$ cat src/height_map_text_parser_macros.svh
// ----------------------------------------------------------------------------
// Height map text parser assertion macros
// Shared property wrappers for the parser's concurrent checks.
// ----------------------------------------------------------------------------
`ifndef HEIGHT_MAP_TEXT_PARSER_MACROS_SVH
`define HEIGHT_MAP_TEXT_PARSER_MACROS_SVH

// Same-cycle implication, disabled during reset.
`define HMTP_ASSERT_IMPL(label, clk, rst_n, ante, cons, msg) \
  label: assert property (@(posedge clk) disable iff (!rst_n) (ante) |-> (cons)) \
    else $error(msg);

// Next-cycle implication, disabled during reset.
`define HMTP_ASSERT_NEXT(label, clk, rst_n, ante, cons, msg) \
  label: assert property (@(posedge clk) disable iff (!rst_n) (ante) |=> (cons)) \
    else $error(msg);

`endif

$ cat src/hmtp_pkg.sv
// ----------------------------------------------------------------------------
// Height map text parser package
// Field widths, map limits, result kinds and the queue entry type.
// ----------------------------------------------------------------------------
package hmtp_pkg;

  localparam int HMTP_VAL_W    = 32;
  localparam int HMTP_COL_W    = 11;
  localparam int HMTP_ROW_W    = 10;
  localparam int HMTP_MAX_COLS = 1024;
  localparam int HMTP_MAX_ROWS = 1024;
  localparam int HMTP_QDEPTH   = 4;

  localparam logic KIND_FIELD   = 1'b0;
  localparam logic KIND_ROW_END = 1'b1;

  typedef struct packed {
    logic                  fld_v;
    logic                  end_v;
    logic [HMTP_VAL_W-1:0] value;
    logic [HMTP_COL_W-1:0] fld_col;
    logic [HMTP_COL_W-1:0] end_col;
    logic [HMTP_ROW_W-1:0] row;
    logic                  first;
  } hmtp_entry_t;

endpackage

$ cat src/height_map_text_parser.sv
// ----------------------------------------------------------------------------
// Height map text parser
// Streaming parser of a space/newline separated signed decimal height map.
// ----------------------------------------------------------------------------
// Input channel: one text byte per beat on in_text_byte, with in_stream_end
// marking the last byte of the map text. Output channel: one result per beat,
// either a field (out_kind 0, value, column, row) or a row end (out_kind 1,
// value 0, out_column holding the row's field count).
// Throughput: one byte per cycle while the queue has room. A byte that closes
// a field and ends a row yields two result beats; these drain one per cycle,
// unless the receiver stalls, from a QDEPTH-entry queue between the byte
// parser and the output stage, so the output port rate of one beat per cycle
// sets the sustained figure. A result is written to the queue when its byte
// is accepted, then loaded into the output register.
// Reset: all parse state and the queue clear; the next byte starts a new map.
// Stream end also returns the parse state to its reset values.
// Receiver stall: the output register holds its beat; the queue keeps
// filling and in_ready drops once it is full, resuming as beats drain.
// ----------------------------------------------------------------------------
module height_map_text_parser #(
  parameter int QDEPTH = hmtp_pkg::HMTP_QDEPTH
) (
  input  logic                                   clk,
  input  logic                                   rst_n,
  input  logic                                   in_valid,
  output logic                                   in_ready,
  input  logic [7:0]                             in_text_byte,
  input  logic                                   in_stream_end,
  output logic                                   out_valid,
  input  logic                                   out_ready,
  output logic                                   out_kind,
  output logic signed [hmtp_pkg::HMTP_VAL_W-1:0] out_value,
  output logic [hmtp_pkg::HMTP_COL_W-1:0]        out_column,
  output logic [hmtp_pkg::HMTP_ROW_W-1:0]        out_row,
  output logic                                   out_is_first_row
);
  import hmtp_pkg::*;

  `include "height_map_text_parser_macros.svh"

  hmtp_entry_t q_data, q_head;
  logic        q_push, q_pop, q_empty, q_full;

  hmtp_front u_front (
    .clk           (clk),
    .rst_n         (rst_n),
    .in_valid      (in_valid),
    .in_ready      (in_ready),
    .in_text_byte  (in_text_byte),
    .in_stream_end (in_stream_end),
    .q_full        (q_full),
    .q_push        (q_push),
    .q_data        (q_data)
  );

  hmtp_queue #(
    .DEPTH (QDEPTH)
  ) u_queue (
    .clk       (clk),
    .rst_n     (rst_n),
    .push      (q_push),
    .push_data (q_data),
    .pop       (q_pop),
    .head      (q_head),
    .empty     (q_empty),
    .full      (q_full)
  );

  hmtp_back u_back (
    .clk              (clk),
    .rst_n            (rst_n),
    .head             (q_head),
    .q_empty          (q_empty),
    .q_pop            (q_pop),
    .out_valid        (out_valid),
    .out_ready        (out_ready),
    .out_kind         (out_kind),
    .out_value        (out_value),
    .out_column       (out_column),
    .out_row          (out_row),
    .out_is_first_row (out_is_first_row)
  );

  `HMTP_ASSERT_IMPL(a_row_end_zero, clk, rst_n, out_valid && (out_kind == KIND_ROW_END), out_value == '0, "row end beat with nonzero value")
  `HMTP_ASSERT_IMPL(a_field_col_limit, clk, rst_n, out_valid && (out_kind == KIND_FIELD), out_column < HMTP_COL_W'(HMTP_MAX_COLS), "field column beyond map width limit")
  `HMTP_ASSERT_NEXT(a_drain_queue, clk, rst_n, !q_empty && (!out_valid || out_ready), out_valid, "queued entry not moved to output")

endmodule

$ cat src/hmtp_queue.sv
// ----------------------------------------------------------------------------
// Height map text parser queue
// Small FIFO of parsed entries between the byte parser and the beat emitter.
// ----------------------------------------------------------------------------
module hmtp_queue #(
  parameter int DEPTH = hmtp_pkg::HMTP_QDEPTH
) (
  input  logic                clk,
  input  logic                rst_n,
  input  logic                push,
  input  hmtp_pkg::hmtp_entry_t push_data,
  input  logic                pop,
  output hmtp_pkg::hmtp_entry_t head,
  output logic                empty,
  output logic                full
);
  import hmtp_pkg::*;

  localparam int PTR_W = (DEPTH > 1) ? $clog2(DEPTH) : 1;
  localparam int CNT_W = $clog2(DEPTH + 1);

  hmtp_entry_t            mem_r [DEPTH];
  logic [PTR_W-1:0]       wr_ptr_r, wr_ptr_nxt;
  logic [PTR_W-1:0]       rd_ptr_r, rd_ptr_nxt;
  logic [CNT_W-1:0]       count_r, count_nxt;
  logic                   do_push, do_pop;

  assign empty   = (count_r == '0);
  assign full    = (count_r == CNT_W'(DEPTH));
  assign do_push = push && !full;
  assign do_pop  = pop && !empty;
  assign head    = mem_r[rd_ptr_r];

  always_comb begin
    wr_ptr_nxt = wr_ptr_r;
    rd_ptr_nxt = rd_ptr_r;
    count_nxt  = count_r;
    if (do_push) begin
      wr_ptr_nxt = (wr_ptr_r == PTR_W'(DEPTH - 1)) ? '0 : wr_ptr_r + 1'b1;
    end
    if (do_pop) begin
      rd_ptr_nxt = (rd_ptr_r == PTR_W'(DEPTH - 1)) ? '0 : rd_ptr_r + 1'b1;
    end
    if (do_push && !do_pop) begin
      count_nxt = count_r + 1'b1;
    end else if (!do_push && do_pop) begin
      count_nxt = count_r - 1'b1;
    end
  end

  always_ff @(posedge clk) begin
    if (!rst_n) begin
      wr_ptr_r <= '0;
      rd_ptr_r <= '0;
      count_r  <= '0;
    end else begin
      wr_ptr_r <= wr_ptr_nxt;
      rd_ptr_r <= rd_ptr_nxt;
      count_r  <= count_nxt;
    end
  end

  always_ff @(posedge clk) begin
    if (do_push) begin
      mem_r[wr_ptr_r] <= push_data;
    end
  end

endmodule

$ cat src/hmtp_front.sv
// ----------------------------------------------------------------------------
// Height map text parser front end
// Accepts one text byte per beat, tracks field and row state, and builds
// one queue entry holding the field and row-end results the byte causes.
// ----------------------------------------------------------------------------
module hmtp_front (
  input  logic                            clk,
  input  logic                            rst_n,
  input  logic                            in_valid,
  output logic                            in_ready,
  input  logic [7:0]                      in_text_byte,
  input  logic                            in_stream_end,
  input  logic                            q_full,
  output logic                            q_push,
  output hmtp_pkg::hmtp_entry_t           q_data
);
  import hmtp_pkg::*;

  typedef enum logic [4:0] {
    PH_GAP  = 5'b00001,
    PH_LEAD = 5'b00010,
    PH_DIG  = 5'b00100,
    PH_SKIP = 5'b01000,
    PH_DONE = 5'b10000
  } hmtp_phase_t;

  localparam logic [7:0] CHR_TAB   = 8'd9;
  localparam logic [7:0] CHR_NL    = 8'd10;
  localparam logic [7:0] CHR_SP    = 8'd32;
  localparam logic [7:0] CHR_PLUS  = 8'd43;
  localparam logic [7:0] CHR_MINUS = 8'd45;
  localparam logic [7:0] CHR_ZERO  = 8'd48;
  localparam logic [7:0] CHR_NINE  = 8'd57;

  hmtp_phase_t            phase_r, phase_nxt, ph1;
  logic [HMTP_VAL_W-1:0]  acc_r, acc_nxt, acc1, digit;
  logic                   neg_r, neg_nxt, neg1;
  logic [HMTP_COL_W-1:0]  col_cnt_r, col_cnt_nxt, cc1, limit;
  logic [HMTP_ROW_W-1:0]  row_cnt_r, row_cnt_nxt;
  logic [HMTP_COL_W-1:0]  row_width_r, row_width_nxt;
  logic                   width_known_r, width_known_nxt;
  logic                   line_bytes_r, line_bytes_nxt, lhb1;
  logic                   accept, is_nl, is_sp, is_digit;
  logic                   close_a, end_a, blank_end, close_b, end_b;
  logic                   do_close, do_end, fld_emit;

  assign in_ready = !q_full;
  assign accept   = in_valid && in_ready;
  assign is_nl    = (in_text_byte == CHR_NL);
  assign is_sp    = (in_text_byte == CHR_SP);
  assign is_digit = (in_text_byte >= CHR_ZERO) && (in_text_byte <= CHR_NINE);
  assign digit    = {{(HMTP_VAL_W-4){1'b0}}, in_text_byte[3:0]};

  always_comb begin
    ph1       = phase_r;
    acc1      = acc_r;
    neg1      = neg_r;
    lhb1      = line_bytes_r;
    close_a   = 1'b0;
    end_a     = 1'b0;
    blank_end = 1'b0;
    if (phase_r != PH_DONE) begin
      if (is_nl) begin
        if (!line_bytes_r) begin
          blank_end = 1'b1;
        end else begin
          close_a = (phase_r != PH_GAP);
          end_a   = 1'b1;
        end
      end else begin
        lhb1 = 1'b1;
        if (is_sp) begin
          close_a = (phase_r != PH_GAP);
        end else begin
          case (phase_r)
            PH_GAP, PH_LEAD: begin
              if (phase_r == PH_GAP) begin
                acc1 = '0;
                neg1 = 1'b0;
              end
              if (in_text_byte == CHR_TAB) begin
                ph1 = PH_LEAD;
              end else if (in_text_byte == CHR_MINUS) begin
                neg1 = 1'b1;
                ph1  = PH_DIG;
              end else if (in_text_byte == CHR_PLUS) begin
                ph1 = PH_DIG;
              end else if (is_digit) begin
                acc1 = digit;
                ph1  = PH_DIG;
              end else begin
                ph1 = PH_SKIP;
              end
            end
            PH_DIG: begin
              if (is_digit) begin
                acc1 = (acc_r << 3) + (acc_r << 1) + digit;
              end else begin
                ph1 = PH_SKIP;
              end
            end
            default: begin
            end
          endcase
        end
      end
    end
  end

  always_comb begin
    end_b    = in_stream_end && !end_a && !blank_end && (phase_r != PH_DONE) && lhb1;
    close_b  = end_b && !close_a && (ph1 != PH_GAP);
    do_close = close_a || close_b;
    do_end   = end_a || end_b;
    limit    = width_known_r ? row_width_r : HMTP_COL_W'(HMTP_MAX_COLS);
    fld_emit = do_close && (col_cnt_r < limit);
    cc1      = col_cnt_r + {{(HMTP_COL_W-1){1'b0}}, fld_emit};
  end

  always_comb begin
    q_data.fld_v   = fld_emit;
    q_data.end_v   = do_end;
    q_data.value   = neg1 ? (~acc1 + 1'b1) : acc1;
    q_data.fld_col = col_cnt_r;
    q_data.end_col = cc1;
    q_data.row     = row_cnt_r;
    q_data.first   = !width_known_r;
    q_push         = accept && (fld_emit || do_end);
  end

  always_comb begin
    phase_nxt       = ph1;
    acc_nxt         = acc1;
    neg_nxt         = neg1;
    line_bytes_nxt  = lhb1;
    col_cnt_nxt     = col_cnt_r;
    row_cnt_nxt     = row_cnt_r;
    row_width_nxt   = row_width_r;
    width_known_nxt = width_known_r;
    if (blank_end) begin
      phase_nxt = PH_DONE;
    end
    if (do_close) begin
      col_cnt_nxt = cc1;
      acc_nxt     = '0;
      neg_nxt     = 1'b0;
      phase_nxt   = PH_GAP;
    end
    if (do_end) begin
      if (!width_known_r) begin
        row_width_nxt = cc1;
      end
      width_known_nxt = 1'b1;
      row_cnt_nxt     = row_cnt_r + 1'b1;
      col_cnt_nxt     = '0;
      line_bytes_nxt  = 1'b0;
      phase_nxt       = (row_cnt_r == HMTP_ROW_W'(HMTP_MAX_ROWS - 1)) ? PH_DONE : PH_GAP;
    end
    if (in_stream_end) begin
      phase_nxt       = PH_GAP;
      acc_nxt         = '0;
      neg_nxt         = 1'b0;
      line_bytes_nxt  = 1'b0;
      col_cnt_nxt     = '0;
      row_cnt_nxt     = '0;
      row_width_nxt   = '0;
      width_known_nxt = 1'b0;
    end
  end

  always_ff @(posedge clk) begin
    if (!rst_n) begin
      phase_r       <= PH_GAP;
      acc_r         <= '0;
      neg_r         <= 1'b0;
      col_cnt_r     <= '0;
      row_cnt_r     <= '0;
      row_width_r   <= '0;
      width_known_r <= 1'b0;
      line_bytes_r  <= 1'b0;
    end else if (accept) begin
      phase_r       <= phase_nxt;
      acc_r         <= acc_nxt;
      neg_r         <= neg_nxt;
      col_cnt_r     <= col_cnt_nxt;
      row_cnt_r     <= row_cnt_nxt;
      row_width_r   <= row_width_nxt;
      width_known_r <= width_known_nxt;
      line_bytes_r  <= line_bytes_nxt;
    end
  end

endmodule

$ cat src/hmtp_back.sv
// ----------------------------------------------------------------------------
// Height map text parser back end
// Expands each queue entry into a field beat and/or a row-end beat and
// holds them in an output register until the receiver takes them.
// ----------------------------------------------------------------------------
module hmtp_back (
  input  logic                                  clk,
  input  logic                                  rst_n,
  input  hmtp_pkg::hmtp_entry_t                 head,
  input  logic                                  q_empty,
  output logic                                  q_pop,
  output logic                                  out_valid,
  input  logic                                  out_ready,
  output logic                                  out_kind,
  output logic signed [hmtp_pkg::HMTP_VAL_W-1:0] out_value,
  output logic [hmtp_pkg::HMTP_COL_W-1:0]       out_column,
  output logic [hmtp_pkg::HMTP_ROW_W-1:0]       out_row,
  output logic                                  out_is_first_row
);
  import hmtp_pkg::*;

  logic                  valid_r, valid_nxt;
  logic                  fld_done_r, fld_done_nxt;
  logic                  load, emit_fld;
  logic                  kind_r;
  logic [HMTP_VAL_W-1:0] value_r;
  logic [HMTP_COL_W-1:0] column_r;
  logic [HMTP_ROW_W-1:0] row_r;
  logic                  first_r;

  assign load     = !q_empty && (!valid_r || out_ready);
  assign emit_fld = head.fld_v && !fld_done_r;
  assign q_pop    = load && !(emit_fld && head.end_v);

  always_comb begin
    valid_nxt    = valid_r;
    fld_done_nxt = fld_done_r;
    if (out_ready) begin
      valid_nxt = 1'b0;
    end
    if (load) begin
      valid_nxt    = 1'b1;
      fld_done_nxt = emit_fld && head.end_v;
    end
  end

  always_ff @(posedge clk) begin
    if (!rst_n) begin
      valid_r    <= 1'b0;
      fld_done_r <= 1'b0;
    end else begin
      valid_r    <= valid_nxt;
      fld_done_r <= fld_done_nxt;
    end
  end

  always_ff @(posedge clk) begin
    if (load) begin
      kind_r   <= emit_fld ? KIND_FIELD : KIND_ROW_END;
      value_r  <= emit_fld ? head.value : '0;
      column_r <= emit_fld ? head.fld_col : head.end_col;
      row_r    <= head.row;
      first_r  <= head.first;
    end
  end

  assign out_valid        = valid_r;
  assign out_kind         = kind_r;
  assign out_value        = value_r;
  assign out_column       = column_r;
  assign out_row          = row_r;
  assign out_is_first_row = first_r;

endmodule
$ cat config.mk
export PLATFORM = sky130hd
export DESIGN_NAME = height_map_text_parser
export DESIGN_NICKNAME = d
export VERILOG_FILES = /design/src/hmtp_pkg.sv /design/src/height_map_text_parser.sv /design/src/hmtp_queue.sv /design/src/hmtp_front.sv /design/src/hmtp_back.sv
export VERILOG_INCLUDE_DIRS = /design/src /design/src/src
export SDC_FILE = /design/constraint.sdc
export NUM_CORES = 1
export LEC_CHECK = 0
export BUFFER_PORTS_ARGS = -buffer_cell sky130_fd_sc_hd__buf_4
export CAP_MARGIN = 40
export CORE_UTILIZATION = 45
export CTS_CLUSTER_SIZE = 40
export DETAILED_ROUTE_END_ITERATION = 6
export PLACE_DENSITY = 0.62
export SETUP_SLACK_MARGIN = 0.02
export SKIP_CTS_REPAIR_TIMING = 1
export SYNTH_ARGS = -nofsm -noshare
export SYNTH_HDL_FRONTEND = slang
export SYNTH_HIERARCHICAL = 1
export SYNTH_SLANG_ARGS = --single-unit
$ cat constraint.sdc
create_clock -name clk -period 7.8 [get_ports clk]
set_input_delay 1.56 -clock clk [delete_from_list [all_inputs] [get_ports clk]]
set_output_delay 1.56 -clock clk [all_outputs]
set_load 0.005 [all_outputs]
==> impl_metrics.csv <==
group,metric,value,unit
sta,period_needed,5565,ps
sta,clock_skew,19.59,ps
global_routing,grt_usage,19.36,%
logic_synthesis,syn_area,19340,um2
pwr,p_int,4.549,mW
final_layout,n_antenna_cell,0,
clock_network,numClockSinks,406,
pwr,cellPowerDensity,281.5,nW/um2
sta,rsz0062_at_grt,"false",
sta,fmax,179.7,MHz
routing,vias_per_cell,5.793,
run,maxCapViolCount,0,
sta,slew-limit-headroom,34.38,%
global_routing,grt_max_degree,83,
logic_synthesis,ys.flop_type,"edfxtp_1",
clock_network,cts-root-buf,"clkbuf_16",
placement,placed_cell_area,20370,um2
clock_network,cts_tree,"done",
routing,drt_iter0_drc,880,
clock_network,htree_levels,2,
sta,finalSetupViolCount,0,
hold_path,min_path_type,"register to register",
sta,final_hold_viol_count,0,
pwr,p_leak,8.086,nW
logic_synthesis,synth.top_cells.by_count,"edfxtp_1 (323), nand2_1 (111), o21ai_0 (84), dfxtp_1 (83), ha_1 (78)",
sta,tightest_slew,975.3,ps
final_layout,syn2layout_area_growth,12.58,%
critical_path,cp-end-kind,"register",
final_layout,fillers,3514,
logic_synthesis,synth.most_common_cell,"edfxtp_1",
clock_network,cts_max_path_buffers,3,
final_layout,fin_nets,1592,
routing,wl_per_cell,20.27,um
pwr,max-vdd-ir-drop,0.0001452,V
global_routing,antenna_found_initial,1,
sta,finalSetupTns,0,ps
sta,hold_ws,495.3,ps
clock_network,clk_latency,560,ps
logic_synthesis,yosysTopAreaCell,"edfxtp_1",
final_layout,post-route-util,51.69,%
die,start_util,45.91,%
pwr,p_switching,1.581,mW
routing,drt-total-wl,41.99,mm
die,num_io_pins,70,
logic_synthesis,yosysSeqAreaShare,58.73,%
routing,postRouteAntennaNets,0,
critical_path,worst-path-max-fanout,6,
sta,slew_violations,0,
pwr,totalPowerFinal,6.130,mW
die,die_w,209.3,um
global_routing,grt_pass1_vias,11766,
die,dieArea,43820,um2
logic_synthesis,synth_seq_cells,406,
critical_path,cp-start-kind,"input pin",
logic_synthesis,synth_edf_count,323,
critical_path,cp_data_required_time,8070,ps
clock_network,path_clk_slew,60,ps
critical_path,crit_type,"input pin to register",
logic_synthesis,ys_warn_count,6,
final_layout,drive_above_1_share,17.36,%
die,core_area,42130,um2
sta,min_period_over_period,71.34,%
logic_synthesis,netlist.area_leader.share,50.14,%
logic_synthesis,syn_avg_cell_area,13.46,um2
logic_synthesis,yosysUniqueCellTypes,88,
routing,vias,11998,
pwr,pwr-share-seq,46.8,%
logic_synthesis,syn_nets,1531,
logic_synthesis,netlist_top_cells_area,"edfxtp_1 (50%), dfxtp_1 (8.6%), mux4_2 (7.8%), ha_1 (5.0%), o21ai_0 (2.2%)",
pwr,swShare,25.79,%
placement,gp_congestion,0.8542,
critical_path,crit_arrival,5830,ps
die,die_h,209.3,um
pwr,combPwrFrac,20.4,%
die,fp-row-count,75,
global_routing,grt_pass1_wl,65.92,mm
routing,drc,0,
global_routing,overflow,0,
pwr,p_clk_share,32.8,%
placement,dp_hpwl,27.15,mm
final_layout,design_area,21780,um2
logic_synthesis,ys_async_sr_fraction,0,%
placement,io_buffer_count,69,
clock_network,cts_made_buffers,42,
logic_synthesis,syn_inst,1437,
outcome,status,"finished clean",
routing,dr.pass1.iters,5,
[sequential cells by signal, indices dropped and copies added, names as in the netlist, 2 cells and up, named ones only]
| signal | count |
|---|---|
| u_back/out_row | 10 |
| u_queue/rd_ptr_r | 2 |
| u_front/phase_r | 5 |
| u_front/col_cnt_r | 11 |
| u_front/row_width_r | 11 |
| u_back/out_column | 11 |
| u_queue/count_r | 3 |
| u_queue/mem_r | 268 |
| u_front/acc_r | 32 |
| u_back/out_value | 32 |
| u_queue/wr_ptr_r | 2 |
| u_front/row_cnt_r | 10 |
[power by group through the flow]
stage	combinational, mW	clock (mW)	sequential, mW
floorplan	0.863	0	2.87
global placement	1.24	0	2.92
detailed placement	1.28	0	2.92
CTS	1.29	2.06	2.88
global route	1.35	2.14	2.90
finish	1.25	2.01	2.87
[path summary, 6_finish.rpt]
kind              cells after the start              start              endpoint  slack, ps
setup / recovery                     15    in_text_byte[3]  u_queue/mem_r[3][64]       2240
hold / removal                        2  u_back/fld_done_r     u_back/fld_done_r        500
setup reg to reg                     14   u_front/acc_r[0]  u_queue/mem_r[3][64]       2920
hold reg to reg                       2  u_back/fld_done_r     u_back/fld_done_r        500
[kinds of logic (layout without fill, tap and decap cells)]
logic type / Yosys count / in the layout / synth area share, %
adders and majority gates: 81 / 81 / 5.355
AOI/OAI and AO/OA: 300 / 300 / 10.28
xor gates and xnor gates: 63 / 63 / 2.852
DFF: 406 / 406 / 58.73
buffers and inverters: 100 / 195 / 2.723
muxes: 86 / 86 / 8.952
and+or+nand+nor: 401 / 401 / 11.11
[metrics by stage]
| step | worst slack [ps] | std cells |
|---|---|---|
| 2_1_floorplan | 1817 | 1437 |
| 3_3_place_gp | 1884 | 1986 |
| 3_5_place_dp | 1746 | 1993 |
| 4_1_cts | 2334 | 2071 |
| 5_1_grt | 1906 | 2071 |
| 6_report | 2235 | 2071 |
[cell usage in the layout, fill, tap and decap left out, types with 5 or more instances in the layout]
| cell type | n |
|---|---|
| a21o_1 | 16 |
| xor2_1 | 28 |
| nand2_1 | 111 |
| mux2_4 | 5 |
| clkinv_2 | 8 |
| o21a_1 | 8 |
| and2_1 | 50 |
| buf_4 | 84 |
| a211o_1 | 6 |
| nand2b_1 | 5 |
| clkbuf_1 | 8 |
| a32oi_1 | 5 |
| nand3_1 | 35 |
| a31oi_1 | 13 |
| nor2_1 | 55 |
| mux4_2 | 67 |
| o211ai_1 | 5 |
| dfxtp_1 | 81 |
| a22oi_1 | 37 |
| o21ai_0 | 84 |
| nand4_1 | 9 |
| nor2b_1 | 46 |
| inv_1 | 29 |
| o31ai_1 | 10 |
| mux2i_1 | 8 |
| ha_1 | 78 |
| nand4b_1 | 7 |
| or3_1 | 12 |
| a21oi_1 | 53 |
| a211oi_1 | 7 |
| nor3_1 | 11 |
| clkbuf_16 | 44 |
| xnor2_1 | 35 |
| mux2_2 | 6 |
| a21boi_0 | 18 |
| edfxtp_1 | 323 |
| and3_1 | 11 |
[critical path, cell delays in order]
cell,delay (ps)
buf_4,110
inv_1,70
fa_1,580
inv_1,60
ha_1,310
a211oi_1,290
o21bai_1,220
o21ai_1,470
a2111oi_0,230
or3_1,340
a32oi_1,370
nor4b_1,480
nand4b_1,220
o41ai_2,350
xnor2_1,170
[metal layers]
metal	share of wire [%]	GRT usage [%]
met1	45	26.97
met2	47	31.39
met3	5.6	2.873
met4	2.3	6.009
met5	0	0
[cell type report]
cell class	count	area, um2	share of cell area (%)
Clock inverter	22	226.5	1.040
Tap cell	539	674.4	3.097
Timing Repair Buffer	88	725.7	3.332
Sequential cell	406	11370	52.20
Clock buffer	56	1186	5.446
Multi-Input combinational cell	931	7488	34.38
Inverter	29	108.9	0.4998
Power figures use the tool's default switching activity.
